`src/rtl/awcp_pkg.sv`:
```
package awcp_pkg;

    localparam int DAYS      = 7;
    localparam int MOMENTS   = 3;
    localparam int KW_COUNT  = DAYS + MOMENTS;
    localparam int WINDOW    = 9;
    localparam int LEN_W     = 6;

    localparam logic [LEN_W-1:0] LINE_LIMIT = 6'd49;

    localparam logic [5:0] MINUTES_PER_HOUR = 6'd60;
    localparam logic [4:0] HOURS_PER_DAY    = 5'd24;
    localparam logic [2:0] LAST_DAY         = 3'(DAYS - 1);

    localparam logic [7:0] CHAR_LF    = 8'h0A;
    localparam logic [7:0] CHAR_CR    = 8'h0D;
    localparam logic [7:0] CHAR_COLON = 8'h3A;
    localparam logic [7:0] CHAR_ZERO  = 8'h30;

    // Result kinds.
    localparam logic [1:0] KIND_SET   = 2'd0;
    localparam logic [1:0] KIND_ERROR = 2'd1;
    localparam logic [1:0] KIND_FIRED = 2'd2;

    typedef logic [7:0] t_byte;
    typedef logic [WINDOW-1:0][7:0] t_kw;
    typedef logic [WINDOW-2:0][7:0] t_hist;

    // Keywords are right-justified, so the last letter sits in byte 0, the
    // same place as the newest character of the match window.
    localparam t_kw KW_TEXT [KW_COUNT] = '{
        t_kw'("Luni"), t_kw'("Marti"), t_kw'("Miercuri"), t_kw'("Joi"),
        t_kw'("Vineri"), t_kw'("Sambata"), t_kw'("Duminica"),
        t_kw'("Dimineata"), t_kw'("Pranz"), t_kw'("Seara")
    };
    localparam logic [3:0] KW_LEN [KW_COUNT] = '{
        4'd4, 4'd5, 4'd8, 4'd3, 4'd6, 4'd7, 4'd8, 4'd9, 4'd5, 4'd5
    };

    // One command handed from the line parser to the alarm engine.
    typedef struct packed {
        logic       is_tick;
        logic       ok;
        logic [2:0] day;
        logic [1:0] moment;
        t_byte      hour;
        t_byte      minute;
    } t_cmd;

    function automatic logic kw_hit(input t_kw w, input int k);
        logic hit;
        hit = 1'b1;
        for (int j = 0; j < WINDOW; j++) begin
            if (4'(j) < KW_LEN[k] && w[j] != KW_TEXT[k][j]) begin
                hit = 1'b0;
            end
        end
        return hit;
    endfunction

    function automatic t_byte digit_val(input t_byte c);
        return (c == 8'h00) ? 8'h00 : t_byte'(c - CHAR_ZERO);
    endfunction

    function automatic t_byte times_ten(input t_byte v);
        return t_byte'({v[4:0], 3'b000} + {v[6:0], 1'b0});
    endfunction

endpackage

```
`src/rtl/awcp_if.sv`:
```
interface awcp_in_if import awcp_pkg::*; ();
    logic  valid;
    logic  ready;
    logic  mode;
    t_byte rx_byte;

    modport source (output valid, output mode, output rx_byte, input ready);
    modport sink   (input valid, input mode, input rx_byte, output ready);
endinterface

interface awcp_out_if import awcp_pkg::*; ();
    logic       valid;
    logic       ready;
    logic [1:0] kind;
    logic [2:0] alarm_day;
    logic [1:0] alarm_moment;
    t_byte      alarm_hour;
    t_byte      alarm_minute;
    logic [6:0] day_leds;

    modport source (output valid, output kind, output alarm_day, output alarm_moment,
                    output alarm_hour, output alarm_minute, output day_leds,
                    input ready);
    modport sink   (input valid, input kind, input alarm_day, input alarm_moment,
                    input alarm_hour, input alarm_minute, input day_leds,
                    output ready);
endinterface

```
`src/rtl/awcp_front.sv`:
```
module awcp_front import awcp_pkg::*; (
    input  logic   i_clk,
    input  logic   i_rst_n,
    awcp_in_if.sink i_in,
    input  logic   i_q_full,
    output logic   o_push,
    output t_cmd   o_cmd
);

    logic [LEN_W-1:0]   r_len, n_len;
    t_hist              r_win, n_win;
    logic               r_zero, n_zero;
    logic [DAYS-1:0]    r_day_hits, n_day_hits;
    logic [MOMENTS-1:0] r_mom_hits, n_mom_hits;
    logic [1:0]         r_phase, n_phase;
    t_byte              r_hour, n_hour;
    t_byte              r_minute, n_minute;

    logic  w_acc;
    logic  w_eol;
    t_byte w_c;
    t_kw   w_win;
    logic [2:0] w_first_day;
    logic [1:0] w_first_mom;

    assign i_in.ready = !i_q_full;
    assign w_acc      = i_in.valid && !i_q_full;
    assign w_c        = i_in.rx_byte;
    assign w_eol      = !i_in.mode && (w_c == CHAR_LF || w_c == CHAR_CR);
    assign w_win      = {r_win, w_c};

    always_comb begin
        w_first_day = 3'd0;
        for (int k = DAYS - 1; k >= 0; k--) begin
            if (r_day_hits[k]) begin
                w_first_day = 3'(k);
            end
        end
        w_first_mom = 2'd0;
        for (int k = MOMENTS - 1; k >= 0; k--) begin
            if (r_mom_hits[k]) begin
                w_first_mom = 2'(k);
            end
        end
    end

    assign o_push         = w_acc && (i_in.mode || w_eol);
    assign o_cmd.is_tick  = i_in.mode;
    assign o_cmd.ok       = (|r_day_hits) && (|r_mom_hits);
    assign o_cmd.day      = w_first_day;
    assign o_cmd.moment   = w_first_mom;
    assign o_cmd.hour     = r_hour;
    assign o_cmd.minute   = r_minute;

    always_comb begin
        n_len      = r_len;
        n_win      = r_win;
        n_zero     = r_zero;
        n_day_hits = r_day_hits;
        n_mom_hits = r_mom_hits;
        n_phase    = r_phase;
        n_hour     = r_hour;
        n_minute   = r_minute;
        if (w_acc && !i_in.mode) begin
            if (w_eol) begin
                n_len      = '0;
                n_win      = '0;
                n_zero     = 1'b0;
                n_day_hits = '0;
                n_mom_hits = '0;
                n_phase    = 2'd0;
                n_hour     = '0;
                n_minute   = '0;
            end else if (r_len < LINE_LIMIT) begin
                n_len = r_len + 1'b1;
                if (!r_zero) begin
                    if (w_c == 8'h00) begin
                        n_zero = 1'b1;
                    end else begin
                        priority if (r_phase == 2'd0 && w_c == CHAR_COLON) begin
                            n_hour   = t_byte'(times_ten(digit_val(r_win[1]))
                                       + digit_val(r_win[0]));
                            n_minute = '0;
                            n_phase  = 2'd1;
                        end else if (r_phase == 2'd1) begin
                            n_minute = times_ten(digit_val(w_c));
                            n_phase  = 2'd2;
                        end else if (r_phase == 2'd2) begin
                            n_minute = t_byte'(r_minute + digit_val(w_c));
                            n_phase  = 2'd3;
                        end else begin
                        end
                        n_win = w_win[WINDOW-2:0];
                        for (int k = 0; k < DAYS; k++) begin
                            if (kw_hit(w_win, k)) begin
                                n_day_hits[k] = 1'b1;
                            end
                        end
                        for (int k = 0; k < MOMENTS; k++) begin
                            if (kw_hit(w_win, DAYS + k)) begin
                                n_mom_hits[k] = 1'b1;
                            end
                        end
                    end
                end
            end
        end
    end

    always_ff @(posedge i_clk) begin
        if (!i_rst_n) begin
            r_len      <= '0;
            r_win      <= '0;
            r_zero     <= 1'b0;
            r_day_hits <= '0;
            r_mom_hits <= '0;
            r_phase    <= 2'd0;
            r_hour     <= '0;
            r_minute   <= '0;
        end else begin
            r_len      <= n_len;
            r_win      <= n_win;
            r_zero     <= n_zero;
            r_day_hits <= n_day_hits;
            r_mom_hits <= n_mom_hits;
            r_phase    <= n_phase;
            r_hour     <= n_hour;
            r_minute   <= n_minute;
        end
    end

endmodule

```
`src/rtl/awcp_cmd_fifo.sv`:
```
module awcp_cmd_fifo import awcp_pkg::*; (
    input  logic i_clk,
    input  logic i_rst_n,
    input  logic i_push,
    input  t_cmd i_cmd,
    input  logic i_pop,
    output logic o_full,
    output logic o_valid,
    output t_cmd o_cmd
);

    t_cmd       r_mem [2];
    logic       r_wptr;
    logic       r_rptr;
    logic [1:0] r_count;

    assign o_full  = (r_count == 2'd2);
    assign o_valid = (r_count != 2'd0);
    assign o_cmd   = r_mem[r_rptr];

    always_ff @(posedge i_clk) begin
        if (i_push) begin
            r_mem[r_wptr] <= i_cmd;
        end
    end

    always_ff @(posedge i_clk) begin
        if (!i_rst_n) begin
            r_wptr  <= 1'b0;
            r_rptr  <= 1'b0;
            r_count <= 2'd0;
        end else begin
            if (i_push) begin
                r_wptr <= !r_wptr;
            end
            if (i_pop) begin
                r_rptr <= !r_rptr;
            end
            r_count <= r_count + {1'b0, i_push} - {1'b0, i_pop};
        end
    end

`ifndef SYNTHESIS
    a_no_overflow: assert property (@(posedge i_clk) disable iff (!i_rst_n)
        i_push |-> (!o_full || i_pop))
        else $error("command queue written while full");
    a_no_underflow: assert property (@(posedge i_clk) disable iff (!i_rst_n)
        i_pop |-> o_valid)
        else $error("command queue read while empty");
    a_count_range: assert property (@(posedge i_clk) disable iff (!i_rst_n)
        (i_push && !i_pop && r_count == 2'd1) |=> o_full)
        else $error("command queue count lost a beat");
`endif

endmodule

```
`src/rtl/awcp_back.sv`:
```
module awcp_back import awcp_pkg::*; (
    input  logic i_clk,
    input  logic i_rst_n,
    input  logic i_q_valid,
    input  t_cmd i_cmd,
    output logic o_pop,
    awcp_out_if.source o_out
);

    logic [5:0]      r_min;
    logic [4:0]      r_hour;
    logic [2:0]      r_day;
    logic [DAYS-1:0] r_act;
    logic [1:0]      r_tab_mom  [DAYS];
    t_byte           r_tab_hour [DAYS];
    t_byte           r_tab_min  [DAYS];
    logic [6:0]      r_leds;

    logic       r_o_valid;
    logic [1:0] r_kind;
    logic [2:0] r_o_day;
    logic [1:0] r_o_mom;
    t_byte      r_o_hour;
    t_byte      r_o_min;
    logic [6:0] r_o_leds;

    logic [5:0] w_nmin;
    logic [4:0] w_nhour;
    logic [2:0] w_nday;
    logic       w_hit;
    logic [6:0] w_set_leds;

    assign o_pop = i_q_valid && (!r_o_valid || o_out.ready);

    always_comb begin
        w_nmin  = r_min + 1'b1;
        w_nhour = r_hour;
        w_nday  = r_day;
        if (w_nmin >= MINUTES_PER_HOUR) begin
            w_nmin  = '0;
            w_nhour = r_hour + 1'b1;
            if (w_nhour >= HOURS_PER_DAY) begin
                w_nhour = '0;
                w_nday  = (r_day == LAST_DAY) ? 3'd0 : r_day + 1'b1;
            end
        end
    end

    // The alarm entry is compared against the clock after it has advanced.
    assign w_hit = r_act[w_nday]
                && r_tab_hour[w_nday] == {3'b000, w_nhour}
                && r_tab_min[w_nday] == {2'b00, w_nmin};

    assign w_set_leds = 7'(1) << i_cmd.day;

    always_ff @(posedge i_clk) begin
        if (!i_rst_n) begin
            r_min     <= '0;
            r_hour    <= '0;
            r_day     <= '0;
            r_act     <= '0;
            r_leds    <= '0;
            r_o_valid <= 1'b0;
        end else if (o_pop) begin
            if (i_cmd.is_tick) begin
                r_min     <= w_nmin;
                r_hour    <= w_nhour;
                r_day     <= w_nday;
                r_o_valid <= w_hit;
                if (w_hit) begin
                    r_act[w_nday] <= 1'b0;
                end
            end else begin
                r_o_valid <= 1'b1;
                if (i_cmd.ok) begin
                    r_act[i_cmd.day] <= 1'b1;
                    r_leds           <= w_set_leds;
                end
            end
        end else if (o_out.ready) begin
            r_o_valid <= 1'b0;
        end
    end

    always_ff @(posedge i_clk) begin
        if (o_pop) begin
            if (i_cmd.is_tick) begin
                r_kind   <= KIND_FIRED;
                r_o_day  <= w_nday;
                r_o_mom  <= r_tab_mom[w_nday];
                r_o_hour <= r_tab_hour[w_nday];
                r_o_min  <= r_tab_min[w_nday];
                r_o_leds <= r_leds;
            end else if (i_cmd.ok) begin
                r_tab_mom[i_cmd.day]  <= i_cmd.moment;
                r_tab_hour[i_cmd.day] <= i_cmd.hour;
                r_tab_min[i_cmd.day]  <= i_cmd.minute;
                r_kind   <= KIND_SET;
                r_o_day  <= i_cmd.day;
                r_o_mom  <= i_cmd.moment;
                r_o_hour <= i_cmd.hour;
                r_o_min  <= i_cmd.minute;
                r_o_leds <= w_set_leds;
            end else begin
                r_kind   <= KIND_ERROR;
                r_o_day  <= 3'd0;
                r_o_mom  <= 2'd0;
                r_o_hour <= i_cmd.hour;
                r_o_min  <= i_cmd.minute;
                r_o_leds <= r_leds;
            end
        end
    end

    assign o_out.valid        = r_o_valid;
    assign o_out.kind         = r_kind;
    assign o_out.alarm_day    = r_o_day;
    assign o_out.alarm_moment = r_o_mom;
    assign o_out.alarm_hour   = r_o_hour;
    assign o_out.alarm_minute = r_o_min;
    assign o_out.day_leds     = r_o_leds;

`ifndef SYNTHESIS
    a_minute_wrap: assert property (@(posedge i_clk) disable iff (!i_rst_n)
        (o_pop && i_cmd.is_tick && r_min == 6'd59) |=> (r_min == 6'd0))
        else $error("minute counter did not wrap at the hour");
    a_fire_clears: assert property (@(posedge i_clk) disable iff (!i_rst_n)
        (o_pop && i_cmd.is_tick && w_hit) |=> !r_act[$past(w_nday)])
        else $error("fired alarm is still active");
    a_set_leds: assert property (@(posedge i_clk) disable iff (!i_rst_n)
        (o_pop && !i_cmd.is_tick && i_cmd.ok) |=> ($onehot(r_leds) && r_act[$past(i_cmd.day)]))
        else $error("alarm set left the day LEDs or entry wrong");
    a_no_drop: assert property (@(posedge i_clk) disable iff (!i_rst_n)
        (r_o_valid && !o_out.ready) |-> !o_pop)
        else $error("stalled result overwritten");
`endif

endmodule

```
`src/rtl/weekly_alarm_command_parser_top.sv`:
```
// Weekly alarm command parser. Each input beat is either a received byte or a
// one-minute tick, and the block takes one beat per clock cycle while the
// command queue is not full. The line parser on the input side matches the
// day and moment keywords, captures the time around the first colon and
// forwards a command at each tick and at each CR or LF; a two-entry command
// queue decouples it from the alarm engine, which keeps the clock and the
// seven-entry alarm table and writes at most one result per command into an
// output register. A result passes the queue and the output register; input
// keeps flowing while a result waits until the queue holds two commands.
module weekly_alarm_command_parser_top import awcp_pkg::*; (
    input  logic        i_clk,
    input  logic        i_rst_n,
    awcp_in_if.sink     i_in,
    awcp_out_if.source  o_out
);

    logic w_push;
    t_cmd w_push_cmd;
    logic w_full;
    logic w_q_valid;
    t_cmd w_q_cmd;
    logic w_pop;

    awcp_front u_front (
        .i_clk    (i_clk),
        .i_rst_n  (i_rst_n),
        .i_in     (i_in),
        .i_q_full (w_full),
        .o_push   (w_push),
        .o_cmd    (w_push_cmd)
    );

    awcp_cmd_fifo u_fifo (
        .i_clk   (i_clk),
        .i_rst_n (i_rst_n),
        .i_push  (w_push),
        .i_cmd   (w_push_cmd),
        .i_pop   (w_pop),
        .o_full  (w_full),
        .o_valid (w_q_valid),
        .o_cmd   (w_q_cmd)
    );

    awcp_back u_back (
        .i_clk     (i_clk),
        .i_rst_n   (i_rst_n),
        .i_q_valid (w_q_valid),
        .i_cmd     (w_q_cmd),
        .o_pop     (w_pop),
        .o_out     (o_out)
    );

endmodule
```
`src/flat_wrapper.sv`:
```
// flat-port wrapper written by rule: the top's interface ports become plain ports
module weekly_alarm_command_parser_top_flat import awcp_pkg::*;
  (i_clk, i_rst_n, i_in_valid, i_in_mode, i_in_rx_byte, i_in_ready, o_out_valid, o_out_kind, o_out_alarm_day, o_out_alarm_moment, o_out_alarm_hour, o_out_alarm_minute, o_out_day_leds, o_out_ready);
  awcp_in_if i_in_i ();
  awcp_out_if o_out_i ();
  input  logic i_clk;
  input  logic i_rst_n;
  input wire logic [$bits(i_in_i.valid)-1:0] i_in_valid;
  input wire logic [$bits(i_in_i.mode)-1:0] i_in_mode;
  input wire logic [$bits(i_in_i.rx_byte)-1:0] i_in_rx_byte;
  output wire logic [$bits(i_in_i.ready)-1:0] i_in_ready;
  output wire logic [$bits(o_out_i.valid)-1:0] o_out_valid;
  output wire logic [$bits(o_out_i.kind)-1:0] o_out_kind;
  output wire logic [$bits(o_out_i.alarm_day)-1:0] o_out_alarm_day;
  output wire logic [$bits(o_out_i.alarm_moment)-1:0] o_out_alarm_moment;
  output wire logic [$bits(o_out_i.alarm_hour)-1:0] o_out_alarm_hour;
  output wire logic [$bits(o_out_i.alarm_minute)-1:0] o_out_alarm_minute;
  output wire logic [$bits(o_out_i.day_leds)-1:0] o_out_day_leds;
  input wire logic [$bits(o_out_i.ready)-1:0] o_out_ready;
  assign i_in_i.valid = i_in_valid;
  assign i_in_i.mode = i_in_mode;
  assign i_in_i.rx_byte = i_in_rx_byte;
  assign i_in_ready = i_in_i.ready;
  assign o_out_valid = o_out_i.valid;
  assign o_out_kind = o_out_i.kind;
  assign o_out_alarm_day = o_out_i.alarm_day;
  assign o_out_alarm_moment = o_out_i.alarm_moment;
  assign o_out_alarm_hour = o_out_i.alarm_hour;
  assign o_out_alarm_minute = o_out_i.alarm_minute;
  assign o_out_day_leds = o_out_i.day_leds;
  assign o_out_i.ready = o_out_ready;
  weekly_alarm_command_parser_top u_core (.i_clk(i_clk), .i_rst_n(i_rst_n), .i_in(i_in_i), .o_out(o_out_i));
endmodule
```
`config.mk`:
```
export PLATFORM = sky130hd
export DESIGN_NAME = weekly_alarm_command_parser_top_flat
export DESIGN_NICKNAME = d
export VERILOG_FILES = /design/src/rtl/awcp_pkg.sv /design/src/rtl/awcp_if.sv /design/src/rtl/awcp_front.sv /design/src/rtl/awcp_cmd_fifo.sv /design/src/rtl/awcp_back.sv /design/src/rtl/weekly_alarm_command_parser_top.sv /design/src/flat_wrapper.sv
export SDC_FILE = /design/constraint.sdc
export NUM_CORES = 1
export LEC_CHECK = 0
export BUFFER_PORTS_ARGS = -buffer_cell sky130_fd_sc_hd__clkbuf_2
export CORE_MARGIN = 2
export CORE_UTILIZATION = 65
export CTS_BUF_LIST = sky130_fd_sc_hd__clkbuf_8
export CTS_CLUSTER_DIAMETER = 50
export DETAILED_ROUTE_END_ITERATION = 6
export PLACE_DENSITY = 0.83
export SYNTH_ARGS = -nofsm -noshare
export SYNTH_HDL_FRONTEND = slang
export SYNTH_HIERARCHICAL = 1
export SYNTH_SLANG_ARGS = --single-unit
```
`constraint.sdc`:
```
create_clock -name i_clk -period 5.5 [get_ports i_clk]
set_input_delay 0.825 -clock i_clk [delete_from_list [all_inputs] [get_ports i_clk]]
set_output_delay 0.825 -clock i_clk [all_outputs]
set_load 0.05 [all_outputs]
```
# Word-level counts from Yosys, hierarchy flattened
# Memory sizes are Yosys's and may differ from the RTL's. A register that Yosys moved wholly into a read port is not among the register bits.
# Cells that the tools add are included.
[totals]
regBits = 162
mem_bits_rw = 172
inputBits = 13
output_inout_bits = 32
word_cells = 371
memories = 4
[memory_table]
columns = ["name", "words", "word_bits", "rd", "rd_clocked_by_memory_dff", "write_ports", "line_no", "text"]
rows = [
  ["u_core.u_back.r_tab_hour", 7, 8, 1, 0, 1, "awcp_back.sv:15", "t_byte r_tab_hour [DAYS];"],
  ["u_core.u_back.r_tab_min", 7, 8, 1, 0, 1, "awcp_back.sv:16", "t_byte r_tab_min [DAYS];"],
  ["u_core.u_fifo.r_mem", 2, 23, 1, 1, 1, "awcp_cmd_fifo.sv:12", "t_cmd r_mem [2];"],
  ["u_core.u_back.r_tab_mom", 7, 2, 1, 0, 1, "awcp_back.sv:14", "logic [1:0] r_tab_mom [DAYS];"],
]
[classes]
add_sub_neg = 13
n_lt_le_gt_ge = 7
eq_ne = 53
n_shift = 1
mux = 195
n_bitwise = 3
n_reduce_logical = 57
[op_table]
columns = ["cell", "count"]
rows = [
  ["8-bit by 7-bit != test with 1-bit output, second input constant", 41],
  ["64-bit two-way mux", 4],
  ["1-bit two-way mux", 129],
  ["8-bit two-way mux", 16],
  ["7-bit two-way mux", 10],
  ["5-bit AND reduction", 12],
  ["3-bit two-way mux", 16],
  ["8-bit adder", 4],
  ["2-bit nonzero test", 15],
  ["8-bit logical NOT", 3],
  ["2-bit two-way mux", 12],
  ["6-bit two-way mux", 3],
  ["8-bit by 4-bit equality test with 1-bit output, second input constant", 2],
  ["8-bit by 6-bit subtractor with 8-bit output, second input constant", 2],
  ["6-bit by 1-bit adder with 6-bit output, second input constant", 2],
  ["1-bit logical AND", 11],
  ["5-bit two-way mux", 2],
  ["8-bit by 5-bit equality test with 1-bit output", 1],
  ["8-bit by 6-bit equality test with 1-bit output", 1],
  ["8-bit by 6-bit equality test with 1-bit output, second input constant", 1],
  ["3-bit by 4-bit < comparator with 1-bit output, second input constant", 2],
  ["7-bit AND", 1],
  ["7-bit inverter", 1],
  ["7-bit bitwise OR", 1],
  ["other kinds (26)", 37],
]

# Longest topological paths before layout
[logic_depth]
depth_word = 20
mapped_depth = 15

# Cells and area by module
# The synthesis kept the hierarchy.
[modules_own_cells]
columns = ["module", "n_inst", "cells_each", "area_per_inst_um2", "seq_area_each_um2"]
rows = [
  ["awcp_back", 1, 740, 8844.7, 5265.0],
  ["awcp_front", 1, 669, 5721.7, 1981.9],
  ["awcp_cmd_fifo", 1, 92, 1890.6, 1481.4],
]

# Worst setup path after synthesis
# No wires, ideal clock.
[synth_timing]
kind = "input to register"
start = "input o_out_ready"
end = "register u_core.u_back.r_act[0]"
t_arrival_ns = 4.568
required_time_ns = 5.432
setup_slack_ns = 0.863
cell_stages = 6
cell_sequence = "nand2b_1 and2_1 clkbuf_1 nand2_1 nor4_1 o221a_1"
[synth_via]
elab_chain_len = 3
[synth_lines]
columns = ["item", "line_no", "text"]
rows = [
  ["start: declaration", "flat_wrapper.sv:19", "input wire logic [$bits(o_out_i.ready)-1:0] o_out_ready;"],
  ["1-bit logical OR", "awcp_back.sv:33", "assign o_pop = i_q_valid && (!r_o_valid || o_out.ready);"],
  ["1-bit logical AND", "awcp_back.sv:33", ""],
  ["named net u_core.w_pop", "weekly_alarm_command_parser_top.sv:22", "logic w_pop;"],
  ["3-bit AND reduction (no line)", "--", ""],
  ["end signal: assignment", "awcp_back.sv:61", "r_act <= '0;"],
  ["end signal: indexed assignment", "awcp_back.sv:71", "r_act[w_nday] <= 1'b0;"],
  ["end signal: indexed assignment", "awcp_back.sv:76", "r_act[i_cmd.day] <= 1'b1;"],
  ["end: declaration", "awcp_back.sv:13", "logic [DAYS-1:0] r_act;"],
]
# The timed path passes the listed nets, and every way through them passes these cells.
# A chain may end at the register's enable or synchronous reset.

# Final worst setup path
[layout_timing]
start = "register u_core.u_back.r_hour[0]"
end = "register u_core.u_back.r_act[1]"
[layout_via]
elab_chain_len = 12
[layout_lines]
columns = ["item", "line_no", "text"]
rows = [
  ["start: declaration", "awcp_back.sv:11", "logic [4:0] r_hour;"],
  ["start signal: assignment", "awcp_back.sv:67", "r_hour <= w_nhour;"],
  ["5-bit by 1-bit adder with 5-bit output", "awcp_back.sv:41", "w_nhour = r_hour + 1'b1;"],
  ["5-bit >= comparator", "awcp_back.sv:42", "if (w_nhour >= HOURS_PER_DAY) begin"],
  ["3-bit two-way mux", "awcp_back.sv:42", ""],
  ["3-bit two-way mux", "awcp_back.sv:39", "if (w_nmin >= MINUTES_PER_HOUR) begin"],
  ["3-bit by 4-bit < comparator with 1-bit output (not written as such) or 3-bit by 1-bit >= comparator with 1-bit output (tied branches)", "awcp_back.sv:71", ""],
  ["1-bit logical AND (not written as such)", "awcp_back.sv:71", ""],
  ["1-bit two-way mux (not written as such)", "awcp_back.sv:71", ""],
  ["1-bit demux with 3-bit select", "awcp_back.sv:71", ""],
  ["7-bit inverter (no line)", "--", ""],
  ["7-bit AND (no line)", "--", ""],
  ["7-bit two-way mux", "awcp_back.sv:70", "if (w_hit) begin"],
  ["7-bit two-way mux", "awcp_back.sv:65", "if (i_cmd.is_tick) begin"],
]
# Several ways; a longest one is shown, not always the timed one. The select of a mux whose other input is x is not followed.

==> summary.md <==
| Metric | Value |
|---|---|
| Yosys top cell by area | `edfxtp_1` |
| Initial core utilization | `roughly 66%` |
| Number of instances resized during post-cts repair | `0` |
| Post-CTS repair timing setup buffer count | `0` |
| Die Span X | `about 160 um` |
| Top cells by area in the synthesized netlist | `edfxtp_1, dfxtp_1, nand2_1, ha_1, mux2_2` |
| Maximum buffer depth of the clock tree | `3` |
| Minimum hold slack | `440 ps` |
| Worst min-delay path class | `flop to flop` |
| Unrepaired setup endpoints after global routing | `no` |
| Number of enable flip-flop cells after synthesis | `just over 200` |
| Wire length of the first global-routing pass | `62500 um` |
| Maximum Capacitance Violations | `0` |
| Total Nets Final | `1575` |
| Ports | `between 40 and 50` |
| Summed instance area of the synthesized netlist | `about 0.016 mm^2` |
| Yosys Warn Count | `6` |
| Remaining antenna violation count after routing | `0` |
| Area growth syn-to-layout | `8.55%` |
| Syn Nets | `1551` |
| Total gr overflow | `0` |
| Clock sink count | `roughly 340` |
| Area of the core | `between 0.02 and 0.03 mm^2` |
| Final count of hold timing violations | `0` |
| Number of buffers inserted by hold repair at cts | `0` |
| Via count of the first global-routing pass | `approximately 12000` |
| Crit path DAT | `between 4000 and 5000 ps` |
| Wire length after detailed routing | `just under 40000 um` |
| First DRT Iteration DRCs | `~1300` |
| Internal power contribution | `about 0.0045 W` |
| Final setup margin | `about 1300 ps` |
| Post-Route Setup TNS | `0 ps` |
| Min Tclk post-route | `~4200 ps` |
| Final setup violation count | `0` |
| Initial antenna violation count | `0` |
| Sequential element share of the synthesized area | `roughly 53%` |
| Category of the worst setup path launch point | `flop` |
| Total routing resource utilization after global routing | `29.9%` |
| Critical setup path kind | `flop to flop` |
| Maximum fanout count along the critical path | `20` |
| Result of the run | `finished, final reports clean` |
| Clk pin slew, worst setup/hold paths | `60 ps` |
| TritonCTS clock tree | `yes` |
| GPL Wtd Cong | `between 0.9 and 1` |
| Power density cells | `378 mW/mm^2` |
| Buffers added on ports | `44` |
| Critical path endpoint category | `flop` |
| Via count | `around 12000` |
| Die span in y | `about 160 um` |
| Cell Rows | `58` |
| Clock latency reported for the late side of the worst-skew pair | `approximately 600 ps` |
| Sequential group share of total power | `45.9%` |
| Clock share of power | `30.6%` |
| Number of clock buffers inserted by TritonCTS | `between 50 and 60` |
| Gate count after technology mapping | `1501` |
| Count of TritonRoute iterations in the first routing pass | `6` |
| Number of register bits inferred by synthesis | `between 300 and 400` |
| Average size of a mapped cell | `around 11 um^2` |
| Pleak | `approximately 6.4 nW` |
| Switching share of power | `approximately a third` |
| Synth cell types | `108` |
| Proportion of register bits with asynchronous set or reset after synthesis | `0%` |
| Number of filler instances in the final layout | `1784` |
| Relative slew margins | `between 10% and 20%` |
| Detail Placement HPWL | `between 20000 and 30000 um` |
| Final clock period utilization by the worst path | `77.1%` |
| Cell chosen for the clock root | `clkbuf_8` |
| Transition time at the pin with the least slew margin | `roughly 1300 ps` |
| Share of post-route cells with drive strength above 1 | `14.1%` |
| Wire per inst | `just over 20 um` |
| Switching power summed over all nets | `0.00222 W` |
| Residual DRC count | `0` |
| Die area | `0.0266 mm^2` |
| DR vias/cell | `6.50` |
| Top_reg_cell synth | `edfxtp_1` |
| Part of the total power dissipated in combinational logic | `23.5%` |
| Top-count cell post-synth | `edfxtp_1` |
| Worst-case clock skew | `36.7 ps` |
| Timing-limited maximum frequency | `approximately 0.24 GHz` |
| Worst vdd ir | `approximately 0.00035 V` |
| Final total power | `0.00675 W` |
| Pre-CTS WS | `between 1000 and 1500 ps` |
| Pin count of the biggest net entering global routing | `60` |
| Total count of max-transition violations in the final report | `0` |
| Antenna Diode Count | `0` |
| H-tree lvl count | `2` |
| Area share of the leading cell type in the synthesized netlist | `36.9%` |
| Required time worst endpoint | `a little under 6000 ps` |
| Post-synth top cells | `edfxtp_1, nand2_1, dfxtp_1` |
## power groups by stage
| stage | clock [W] | combinational [W] | sequential (W) |
|---|---|---|---|
| floorplan | 0 | 0.000907 | 0.00343 |
| global placement | 0 | 0.00154 | 0.00315 |
| detailed placement | 0 | 0.00157 | 0.00315 |
| CTS | 0.00210 | 0.00158 | 0.00310 |
| global route | 0.00221 | 0.00169 | 0.00312 |
| finish | 0.00207 | 0.00159 | 0.00310 |
## critical path, cell delays in order (launching register included)
cell,delay [ps]
dfxtp_1,470
ha_1,280
a21o_1,140
nand4_1,110
nand2_1,380
nand2_2,400
a21boi_2,630
mux2_1,390
a221oi_1,390
nand4_1,220
nor2_2,210
nand4b_4,180
o31a_1,280
## layer usage
metal	share of wire [%]	global-route usage (%)	up-vias
met4	3.7	12.9	0
met2	49	50.4	654
met5	0	0	-
met3	8.4	5.21	131
met1	39	38.2	5907
li1	-	-	5652
## cell type report
cell class	count	area [um^2]	area share, %
Clock buffer	56	771	4.31
Tap cell	330	413	2.31
Inverter	40	150	0.841
Sequential cell	335	8730	48.9
Clock inverter	45	278	1.55
Timing Repair Buffer	64	370	2.07
Multi-Input combinational cell	1030	7150	40.0
## cells in the final DEF (no fill, tap or decap), types with 39 or more instances in the layout
| cell type | instances |
|---|---|
| a21boi_0 | 43 |
| a21oi_1 | 56 |
| clkbuf_2 | 44 |
| clkbuf_8 | 56 |
| dfxtp_1 | 132 |
| edfxtp_1 | 202 |
| inv_1 | 58 |
| mux2i_1 | 39 |
| nand2_1 | 165 |
| nand3_1 | 64 |
| nor2_1 | 80 |
| o21ai_0 | 56 |
## worst paths after layout
| check | start | end | slack (ps) | cells past startpoint |
|---|---|---|---|---|
| setup / recovery | u_core/u_back/r_hour[0] | u_core/u_back/r_act[1] | 1260 | 12 |
| hold / removal | u_core/u_front/r_hour[6] | u_core/u_fifo/r_mem[1][14] | 440 | 0 |
| setup reg to reg | u_core/u_back/r_hour[0] | u_core/u_back/r_act[1] | 1260 | 12 |
| hold reg to reg | u_core/u_front/r_hour[6] | u_core/u_fifo/r_mem[1][14] | 440 | 0 |
## stage by stage
stage	util, %	instances	cell area (um^2)
floorplan	-	1501	16500
global placement	67.2	1799	16800
detailed placement	67.2	1799	16800
CTS	71.3	1900	17900
global route	71.3	1900	17900
finish	71.3	1900	17900
## state kept, by name (all words and copies together), names as in the netlist, 6 cells and up, named ones only
signal / cells
u_core/u_fifo/r_mem: 46
u_core/u_back/r_tab_hour: 56
u_core/u_back/o_out.alarm_hour: 8
u_core/u_back/r_tab_min: 56
u_core/u_front/r_win: 64
u_core/u_back/o_out.alarm_minute: 8
u_core/u_front/r_day_hits: 7
u_core/u_back/r_act: 7
u_core/u_back/r_leds: 7
u_core/u_front/r_minute: 8
u_core/u_back/r_tab_mom: 14
u_core/u_front/r_hour: 8
u_core/u_back/o_out.day_leds: 7
u_core/u_back/r_min: 6
u_core/u_front/r_len: 6
## kinds of logic (layout without fill, tap and decap cells)
kind of cell	after synthesis	count (layout)	synth area share, %
and+or+nand+nor	531	531	17.1
AOI/OAI and AO/OA	337	337	14.9
DFF	335	335	53.0
buffers and inverters	136	205	3.76
muxes	81	81	5.66
xor gates and xnor gates	41	41	2.36
adders and majority gates	40	40	3.18
No activity file was read; power rests on OpenSTA's default activity.
